[config.mk]
export PLATFORM = sky130hd
export DESIGN_NAME = mat4mul_ctrl_flat
export DESIGN_NICKNAME = d
export VERILOG_FILES = /design/src/rtl/mat4mul_pkg.sv /design/src/rtl/mat4mul_if.sv /design/src/rtl/mat4mul_ctrl.sv /design/src/flat_wrapper.sv
export SDC_FILE = /design/constraint.sdc
export NUM_CORES = 1
export LEC_CHECK = 0
export BUFFER_PORTS_ARGS = -buffer_cell sky130_fd_sc_hd__buf_2
export CORE_AREA = 2 2 52 59
export DETAILED_ROUTE_END_ITERATION = 8
export DIE_AREA = 0 0 54 61
export GPL_TIMING_DRIVEN = 0
export PLACE_DENSITY = 0.8
export SLEW_MARGIN = 20
export SYNTH_ARGS = -nofsm -noshare
export SYNTH_HDL_FRONTEND = slang
export SYNTH_SLANG_ARGS = --single-unit
[constraint.sdc]
create_clock -name clk -period 1.65 [get_ports clk]
set_clock_uncertainty 0.1 [all_clocks]
set_input_delay 0.33 -clock clk [delete_from_list [all_inputs] [get_ports clk]]
set_output_delay 0.33 -clock clk [all_outputs]
set_load 0.1 [all_outputs]
[src/rtl/mat4mul_pkg.sv]
// mat4mul_pkg: shared types and constants for the matrix multiply block.
// No dependencies.
`default_nettype none

package mat4mul_pkg;

  localparam int unsigned ELEM_W     = 32;
  localparam int unsigned INDEX_W    = 4;
  localparam int unsigned KIND_W     = 2;
  localparam int unsigned MAX_ROW_W  = 3;

  localparam logic [KIND_W-1:0] KIND_WR_CUR   = 2'd0;
  localparam logic [KIND_W-1:0] KIND_WR_OPR   = 2'd1;
  localparam logic [KIND_W-1:0] KIND_MULTIPLY = 2'd2;

  localparam logic [ELEM_W-1:0] Q_MAX = 32'h7FFF_FFFF;
  localparam logic [ELEM_W-1:0] Q_MIN = 32'h8000_0000;

  typedef struct packed {
    logic [MAX_ROW_W-1:0] row;
    logic [MAX_ROW_W-1:0] col;
    logic [INDEX_W-1:0]   idx;
    logic                 last;
  } elem_tag_t;

  typedef struct packed {
    logic              wr_cur;
    logic              wr_opr;
    logic              issue;
    logic              sel;
    logic [ELEM_W-1:0] value;
    elem_tag_t         tag;
  } dp_cmd_t;

  typedef struct packed {
    logic adv;
    logic busy;
  } dp_stat_t;

endpackage

`default_nettype wire

[src/rtl/mat4mul_if.sv]
// mat4mul_req_if / mat4mul_rsp_if: valid/ready channels of the matrix multiply block.
// Depends on mat4mul_pkg.
`default_nettype none

interface mat4mul_req_if;
  import mat4mul_pkg::*;
  logic                valid;
  logic                ready;
  logic [KIND_W-1:0]   kind;
  logic [INDEX_W-1:0]  element_index;
  logic signed [ELEM_W-1:0] element_value;

  modport source (output valid, kind, element_index, element_value, input ready);
  modport sink   (input valid, kind, element_index, element_value, output ready);
endinterface


`default_nettype wire

[src/rtl/mat4mul_ctrl.sv]
// mat4mul_ctrl: item decode and multiply sequencer (row/column counters, bank select).
// Depends on mat4mul_pkg and mat4mul_req_if.
`default_nettype none

module mat4mul_ctrl
  import mat4mul_pkg::*;
#(
  parameter int unsigned DIM = 4
) (
  input  wire logic       clk,
  input  wire logic       rst,
  mat4mul_req_if.sink     req,
  output dp_cmd_t         cmd,
  input  dp_stat_t        stat
);

  localparam int unsigned ROW_W = $clog2(DIM);
  localparam int unsigned NELEM = DIM * DIM;
  localparam int unsigned K_W   = $clog2(NELEM);

  localparam logic [1:0] ST_IDLE  = 2'd0;
  localparam logic [1:0] ST_RUN   = 2'd1;
  localparam logic [1:0] ST_DRAIN = 2'd2;

  logic [1:0]       state;
  logic [ROW_W-1:0] row_cnt;
  logic [ROW_W-1:0] col_cnt;
  logic [K_W-1:0]   k;
  logic             sel;

  logic [ROW_W-1:0] row_tab [16];
  logic [ROW_W-1:0] col_tab [16];
  logic             acc;
  logic             idx_ok;
  logic             last_elem;

  for (genvar g = 0; g < 16; g++) begin : g_tab
    assign row_tab[g] = ROW_W'(g / DIM);
    assign col_tab[g] = ROW_W'(g % DIM);
  end

  assign req.ready = (state == ST_IDLE);
  assign acc       = req.valid && req.ready;
  assign idx_ok    = ({3'b000, req.element_index} < 7'(NELEM));
  assign last_elem = (k == K_W'(NELEM - 1));

  always_comb begin
    cmd.wr_cur   = acc && (req.kind == KIND_WR_CUR) && idx_ok;
    cmd.wr_opr   = acc && (req.kind == KIND_WR_OPR) && idx_ok;
    cmd.issue    = (state == ST_RUN) && stat.adv;
    cmd.sel      = sel;
    cmd.value    = req.element_value;
    cmd.tag.idx  = INDEX_W'(k);
    cmd.tag.last = last_elem;
    if (state == ST_IDLE) begin
      cmd.tag.row = MAX_ROW_W'(row_tab[req.element_index]);
      cmd.tag.col = MAX_ROW_W'(col_tab[req.element_index]);
    end else begin
      cmd.tag.row = MAX_ROW_W'(row_cnt);
      cmd.tag.col = MAX_ROW_W'(col_cnt);
    end
  end

  always_ff @(posedge clk) begin
    if (rst) begin
      state   <= ST_IDLE;
      row_cnt <= '0;
      col_cnt <= '0;
      k       <= '0;
      sel     <= 1'b0;
    end else begin
      unique case (state)
        ST_IDLE: begin
          row_cnt <= '0;
          col_cnt <= '0;
          k       <= '0;
          if (acc && (req.kind == KIND_MULTIPLY)) begin
            state <= ST_RUN;
          end
        end
        ST_RUN: begin
          if (stat.adv) begin
            k <= k + K_W'(1);
            if (col_cnt == ROW_W'(DIM - 1)) begin
              col_cnt <= '0;
              row_cnt <= row_cnt + ROW_W'(1);
            end else begin
              col_cnt <= col_cnt + ROW_W'(1);
            end
            if (last_elem) begin
              state <= ST_DRAIN;
            end
          end
        end
        ST_DRAIN: begin
          if (!stat.busy) begin
            sel   <= ~sel;
            state <= ST_IDLE;
          end
        end
        default: begin
          state <= ST_IDLE;
        end
      endcase
    end
  end

endmodule

`default_nettype wire

[src/flat_wrapper.sv]
// flat-port wrapper written by rule: the top's interface ports become plain ports
module mat4mul_ctrl_flat import mat4mul_pkg::*;
#(
  parameter int unsigned DIM = 4
)
  (clk, rst, cmd, stat, req_valid, req_kind, req_element_index, req_element_value, req_ready);
  mat4mul_req_if req_i ();
  input  wire logic clk;
  input  wire logic rst;
  output dp_cmd_t cmd;
  input  dp_stat_t stat;
  input wire logic [$bits(req_i.valid)-1:0] req_valid;
  input wire logic [$bits(req_i.kind)-1:0] req_kind;
  input wire logic [$bits(req_i.element_index)-1:0] req_element_index;
  input wire logic [$bits(req_i.element_value)-1:0] req_element_value;
  output wire logic [$bits(req_i.ready)-1:0] req_ready;
  assign req_i.valid = req_valid;
  assign req_i.kind = req_kind;
  assign req_i.element_index = req_element_index;
  assign req_i.element_value = req_element_value;
  assign req_ready = req_i.ready;
  mat4mul_ctrl #(.DIM(DIM)) u_core (.clk(clk), .rst(rst), .req(req_i), .cmd(cmd), .stat(stat));
endmodule
==> metrics.md, run 1 <==
| Metric | Value |
|---|---|
| Yosys top cell by area | `buf_4` |
| Leakage power | `a little over 0.0007 uW` |
| Final worst slack | `-153.0 ps` |
| Hold Fails Final Rpt | `0` |
| Final setup viols | `8` |
| Leading post-synthesis cells by cell area | `buf_4, dfxtp_1, mux2_2, nand2_1, nand3_1` |
| Most common cell in the netlist | `buf_4` |
| Synth warnings | `0` |
| Commonest cells post-synth | `buf_4, dfxtp_1, nand2_1` |
| Min cycle time layout | `around 1800 ps` |
| CTS Sinks | `11` |
| First-pass GRT wire length | `3567 um` |
| H-tree depth | `1` |
| Via count | `~960` |
| Ports | `91` |
| Root Buffer Master | `clkbuf_4` |
| RSZ-0062 raised after global routing | `yes` |
| TritonCTS Buffers | `3` |
| Row Count | `20` |
| Placed wire-length estimate | `1695 um` |
| P&R area growth vs syn | `66.25%` |
| Synth Register Bits | `11` |
| All-Layer GR Usage | `between 10% and 20%` |
| Worst Path Arrival | `about 1400 ps` |
| Failing checks | `negative setup slack` |
| Vias in the first global route | `slightly below 900` |
| Antenna-violating nets left | `0` |
| Starting Density | `between 30 and 40%` |
| Status | `complete, but fails checks` |
| Setup CP Type | `reg2out` |
| CTS max path bufs | `2` |
| Clock Latency Late Sink | `between 200 and 300 ps` |
| I/O Buffers | `56` |
| Die Ht | `61 um` |
| Vias per inst | `about 4.5` |
| Initial antenna violation count | `0` |
| N_diodes | `0` |
| Post-Place Cell Area | `1289 um^2` |
| Total design power | `approximately 1100 uW` |
| Crit-path max FO | `7` |
| Global route overflow | `0` |
| Pre-antenna DRT Iters | `4` |
| Core Region | `between 2000 and 3000 um^2` |
| Avg WL per Cell | `~11 um` |
| Layout cells sized above 1 | `approximately two thirds` |
| Post-Syn Instances | `~120` |
| Cell variety after synth | `28` |
| Crit share post-route | `109.3%` |
| Req. time, crit path | `about 1200 ps` |
| Ys flop type | `dfxtp_1` |
| CTS tree | `built` |
| Largest net degree at the start of global routing | `11` |
| Final net count | `about 230` |
| Worst hold slack | `106.7 ps` |
| Design area | `approximately 1500 um^2` |
| Synth top area share | `around 30%` |
| CTS Hold Bufs | `0` |
| FFs w/ async S/R, synth | `0%` |
| Die Area | `around 3300 um^2` |
| Post-synth EDFFs | `0` |
| Residual DRC count | `0` |
| DIE WIDTH | `about 54 um` |
| Iteration-0 DRC Markers | `8` |
| GP Congestion | `a little under 0.8` |
| Synthesized area | `around 900 um^2` |
| VDD IR-drop max | `0.5757 mV` |
| Max Cap Viol | `0` |
| Clock Pin Slew Worst Setup and Hold Paths | `70 ps` |
| Crit end category | `primary output` |
| Maximum clock frequency | `roughly 550 MHz` |
| Sequential area share after synthesis | `24.24%` |
| Max-slew violation count | `0` |
| Mean post-synth cell area | `7.831 um^2` |
| CP Launch Type | `flop` |
| WL final | `~2300 um` |
| Worst hold-check path type | `in2reg` |
| PD cells | `717.7 nW/um^2` |
==> placed cells by master (no fill, tap or decap), types with 2 or more instances in the layout <==
master / Yosys / routed
a21oi_1: 6 / 6
a31oi_1: 4 / 4
buf_12: 0 / 9
buf_2: 3 / 50
buf_4: 36 / 38
clkbuf_1: 2 / 3
clkbuf_4: 0 / 3
conb_1: 1 / 2
dfxtp_1: 11 / 5
dfxtp_4: 0 / 5
mux2_4: 0 / 4
nand2_1: 11 / 10
nand3_1: 7 / 7
nor2b_1: 5 / 4
nor3b_1: 3 / 2
o21ai_0: 5 / 5
or3_1: 3 / 3
==> registers in the layout (all words and copies together) (netlist names) <==
name,flops
u_core.sel,1
u_core.col_cnt,2
u_core.k,4
u_core.row_cnt,2
u_core.state,2
==> routing by layer <==
metal  vias to the layer above  global-route usage [%]  wire length, um
met5                         -                       0                0
met3                         3                   2.956              222
met4                         0                   5.714               25
met1                       419                   15.62              783
li1                        487                       -                -
met2                        48                   27.70             1242
==> path summary, 6_finish.rpt <==
check                    start                end  slack [ps]  depth (start not counted)
max            u_core.state[1]            cmd[45]        -150                          5
min                        rst        u_core.k[3]         110                          2
max reg2reg  u_core.col_cnt[0]  u_core.row_cnt[0]         180                          4
min reg2reg        u_core.k[3]        u_core.k[3]         390                          2
==> stage by stage <==
step                TNS (ps)  util [%]  setup slack, ps  std cells
finish                 -1025     55.88           -153.0        212
global route           -1359     55.88           -202.8        212
CTS                   -901.4     55.09           -147.7        211
detailed placement    -560.6     47.69           -148.2        206
global placement      -519.7     47.69           -134.8        206
floorplan              -3131         -           -791.1        117
==> area by class of cell <==
type	count	area, um^2
Clock buffer	4	26.28
Tap cell	33	41.29
Fill cell	254	1192
Buffer	39	280.3
Multi-Input combinational cell	65	479.2
Sequential cell	11	240.2
Timing Repair Buffer	60	442.9
==> critical path, stage by stage (launching register included) <==
cell and delay [ps]:
dfxtp_4 360, nor2_4 120, buf_12 140, nand2_8 50, nor3b_4 230, buf_12 200
==> cells by family after synthesis <==
| group | count (synthesis) | share of synthesized area, % |
|---|---|---|
| AOI/OAI and AO/OA | 15 | 8.815 |
| xor gates and xnor gates | 1 | 0.9644 |
| adders and majority gates | 2 | 2.754 |
| buffers and inverters | 41 | 32.23 |
| DFF | 11 | 24.24 |
| muxes | 4 | 4.958 |
| other | 1 | 0.4128 |
| and+or+nand+nor | 41 | 25.62 |
==> power by group <==
part           internal, uW  switching, uW
combinational           156            476
sequential              261           3.20
clock                  93.7           93.8
total                   510            573
==> repair_timing <==
| item | CTS | global route |
|---|---|---|
| gates cloned | 0 | 0 |
| buffers inserted | 3 | 1 |
| setup endpoints to repair | 9 | 8 |
| pin swaps | 2 | 2 |
| gates resized for setup | 42 | 3 |
Note: power is estimated with default switching activity, not from simulation.
==> run 2: changes to the inputs <==
--- a/config.mk
+++ b/config.mk
@@ -6,9 +6,9 @@
 export NUM_CORES = 1
 export LEC_CHECK = 0
 export BUFFER_PORTS_ARGS = -buffer_cell sky130_fd_sc_hd__buf_2
-export CORE_AREA = 2 2 52 59
+export CORE_AREA = 8 8 58 65
 export DETAILED_ROUTE_END_ITERATION = 8
-export DIE_AREA = 0 0 54 61
+export DIE_AREA = 0 0 66 73
 export GPL_TIMING_DRIVEN = 0
 export PLACE_DENSITY = 0.8
 export SLEW_MARGIN = 20
==> run 2 against run 1 <==
The run still ends with negative setup slack left. Utilization grew 0.56 points. Sequential share of layout area shrank 0.32 points. Via count grew 1.7%. Final cell count grew 1.4%. Total power grew 0.69%. Global-route usage shrank 2.8 points. Critical path type unchanged. Register-to-register slack is essentially flat. Non-clock buffer count grew 3. Final area grew 0.99%. Largest cell class unchanged. Worst setup slack gained 0.78 ps. Die area grew 46%. Worst hold slack gained 10 ps.
==> metrics.md, run 2 (synthesized netlist as in run 1, its figures left out) <==
| Metric | Value |
|---|---|
| CTS max path bufs | `2` |
| DP Worst Slack | `-165.5 ps` |
| Crit-path max FO | `5` |
| Req. time, crit path | `1220 ps` |
| Delay-heaviest family, CP | `flip-flops` |
| VDD IR-drop max | `~0.61 mV` |
| Row Count | `20` |
| Ports | `around 90` |
| P&R area growth vs syn | `67.91%` |
| Crit-path slowest cell | `dfxtp_2` |
| Failing checks | `negative setup slack` |
| Vias in the first global route | `roughly 1000` |
| CP most frequent cell | `buf_12` |
| Final worst slack | `-152.3 ps` |
| Crit share post-route | `109.2%` |
| Setup CP Type | `reg2out` |
| Worst Path Arrival | `about 1400 ps` |
| Crit end category | `primary output` |
| Clock Latency Late Sink | `roughly 270 ps` |
| Worst hold-check path type | `in2reg` |
| Core Region | `between 2000 and 3000 um^2` |
| Initial antenna violation count | `0` |
| CTS Sinks | `11` |
| Min cycle time layout | `1802 ps` |
| Iteration-0 DRC Markers | `16` |
| Max Cap Viol | `0` |
| Maximum clock frequency | `between 500 and 600 MHz` |
| Final net count | `between 200 and 250` |
| Leakage power | `0.0007410 uW` |
| H-tree depth | `1` |
| Avg WL per Cell | `13.69 um` |
| Global route overflow | `0` |
| Die Area | `~4800 um^2` |
| First-pass GRT wire length | `roughly 4700 um` |
| CTS Hold Bufs | `0` |
| Most flop-heavy register | `u_core.k` |
| PD cells | `715.5 nW/um^2` |
| Starting Density | `33.61%` |
| Antenna-violating nets left | `0` |
| DIE WIDTH | `around 66 um` |
| Largest net degree at the start of global routing | `11` |
| Residual DRC count | `0` |
| All-Layer GR Usage | `a little under an eighth` |
| Hold Fails Final Rpt | `0` |
| N_diodes | `0` |
| CP Cell Sequence | `nor2_4, buf_12, mux2_4, buf_12` |
| Die Ht | `about 73 um` |
| Layout cells sized above 1 | `66.48%` |
| RSZ-0062 raised after global routing | `yes` |
| GP Congestion | `roughly 0.8` |
| Max reg flops | `4` |
| Root Buffer Master | `clkbuf_4` |
| TritonCTS Buffers | `3` |
| Most frequent cells in the layout | `buf_2, buf_4, nand2_1` |
| Total design power | `1091 uW` |
| Max-slew violation count | `0` |
| CTS tree | `built` |
| Clock Pin Slew Worst Setup and Hold Paths | `roughly 70 ps` |
| I/O Buffers | `56` |
| CP Launch Type | `flop` |
| Commonest non-fill, non-tap cell in the layout | `buf_2` |
| WP buf/inv | `2` |
| Delay of the slowest cell on the worst path | `around 350 ps` |
| Status | `complete, but fails checks` |
| Placed wire-length estimate | `around 2300 um` |
| WL final | `2944 um` |
| Pre-antenna DRT Iters | `4` |
| Via count | `roughly 970` |
| Final setup viols | `8` |
| Post-Route Utilization | `56.44%` |
| Vias per inst | `about 4.5` |
-- run 2: worst reg2reg max path, delay by kind of cell, from the launching register on --
| kind | cells | cell delay [ps] |
|---|---|---|
| AOI/OAI and AO/OA | 1 | 160 |
| and+or+nand+nor | 2 | 530 |
| DFF | 1 | 400 |
| adders and majority gates | 1 | 210 |
-- run 2: routing by layer --
layer  vias to the layer above  track usage (%)  share of wire, %
met5                         -                0                 0
met2                        39            24.40                57
met3                         2            5.069               9.6
li1                        491                -                 -
met4                         0            1.663              0.41
met1                       441            10.31                32
-- run 2: final cells by class --
cell class	instances	area [um^2]
buffer	39	280.3
fill	255	1177
timing repair buffer	63	469.2
clock buffer	4	26.28
sequential	11	237.7
multi-input combinational	65	470.5
tap	33	41.29
-- run 2: through the flow --
step	instances	cell area, um^2	TNS [ps]	hold slack (ps)
4_1_cts	215	1525	-993.4	116.6
3_5_place_dp	206	1289	-628.2	385.9
3_3_place_gp	206	1289	-523.8	377.0
5_1_grt	215	1525	-1393	112.9
2_1_floorplan	117	967.2	-3131	292.0
6_report	215	1525	-1007	116.8
-- run 2: report_power, final --
part           total [uW]  switching (uW)  internal [uW]
combinational         639             481            159
sequential            265            3.29            262
clock                 187            93.6           93.6
-- run 2: what timing repair did --
| item | 4_1_cts | 5_1_grt |
|---|---|---|
| gates resized for setup | 44 | 0 |
| setup endpoints to repair | 9 | 8 |
| pin swaps | 2 | 0 |
| setup buffers | 7 | 0 |
-- run 2: path summary, 6_finish.rpt --
check	slack, ps	to	cells past startpoint	startpoint
setup / recovery	-150	cmd[9]	4	u_core.state[0]
hold / removal	120	u_core.k[3]	2	rst
setup reg to reg	180	u_core.row_cnt[0]	4	u_core.col_cnt[0]
hold reg to reg	400	u_core.k[3]	2	u_core.k[3]
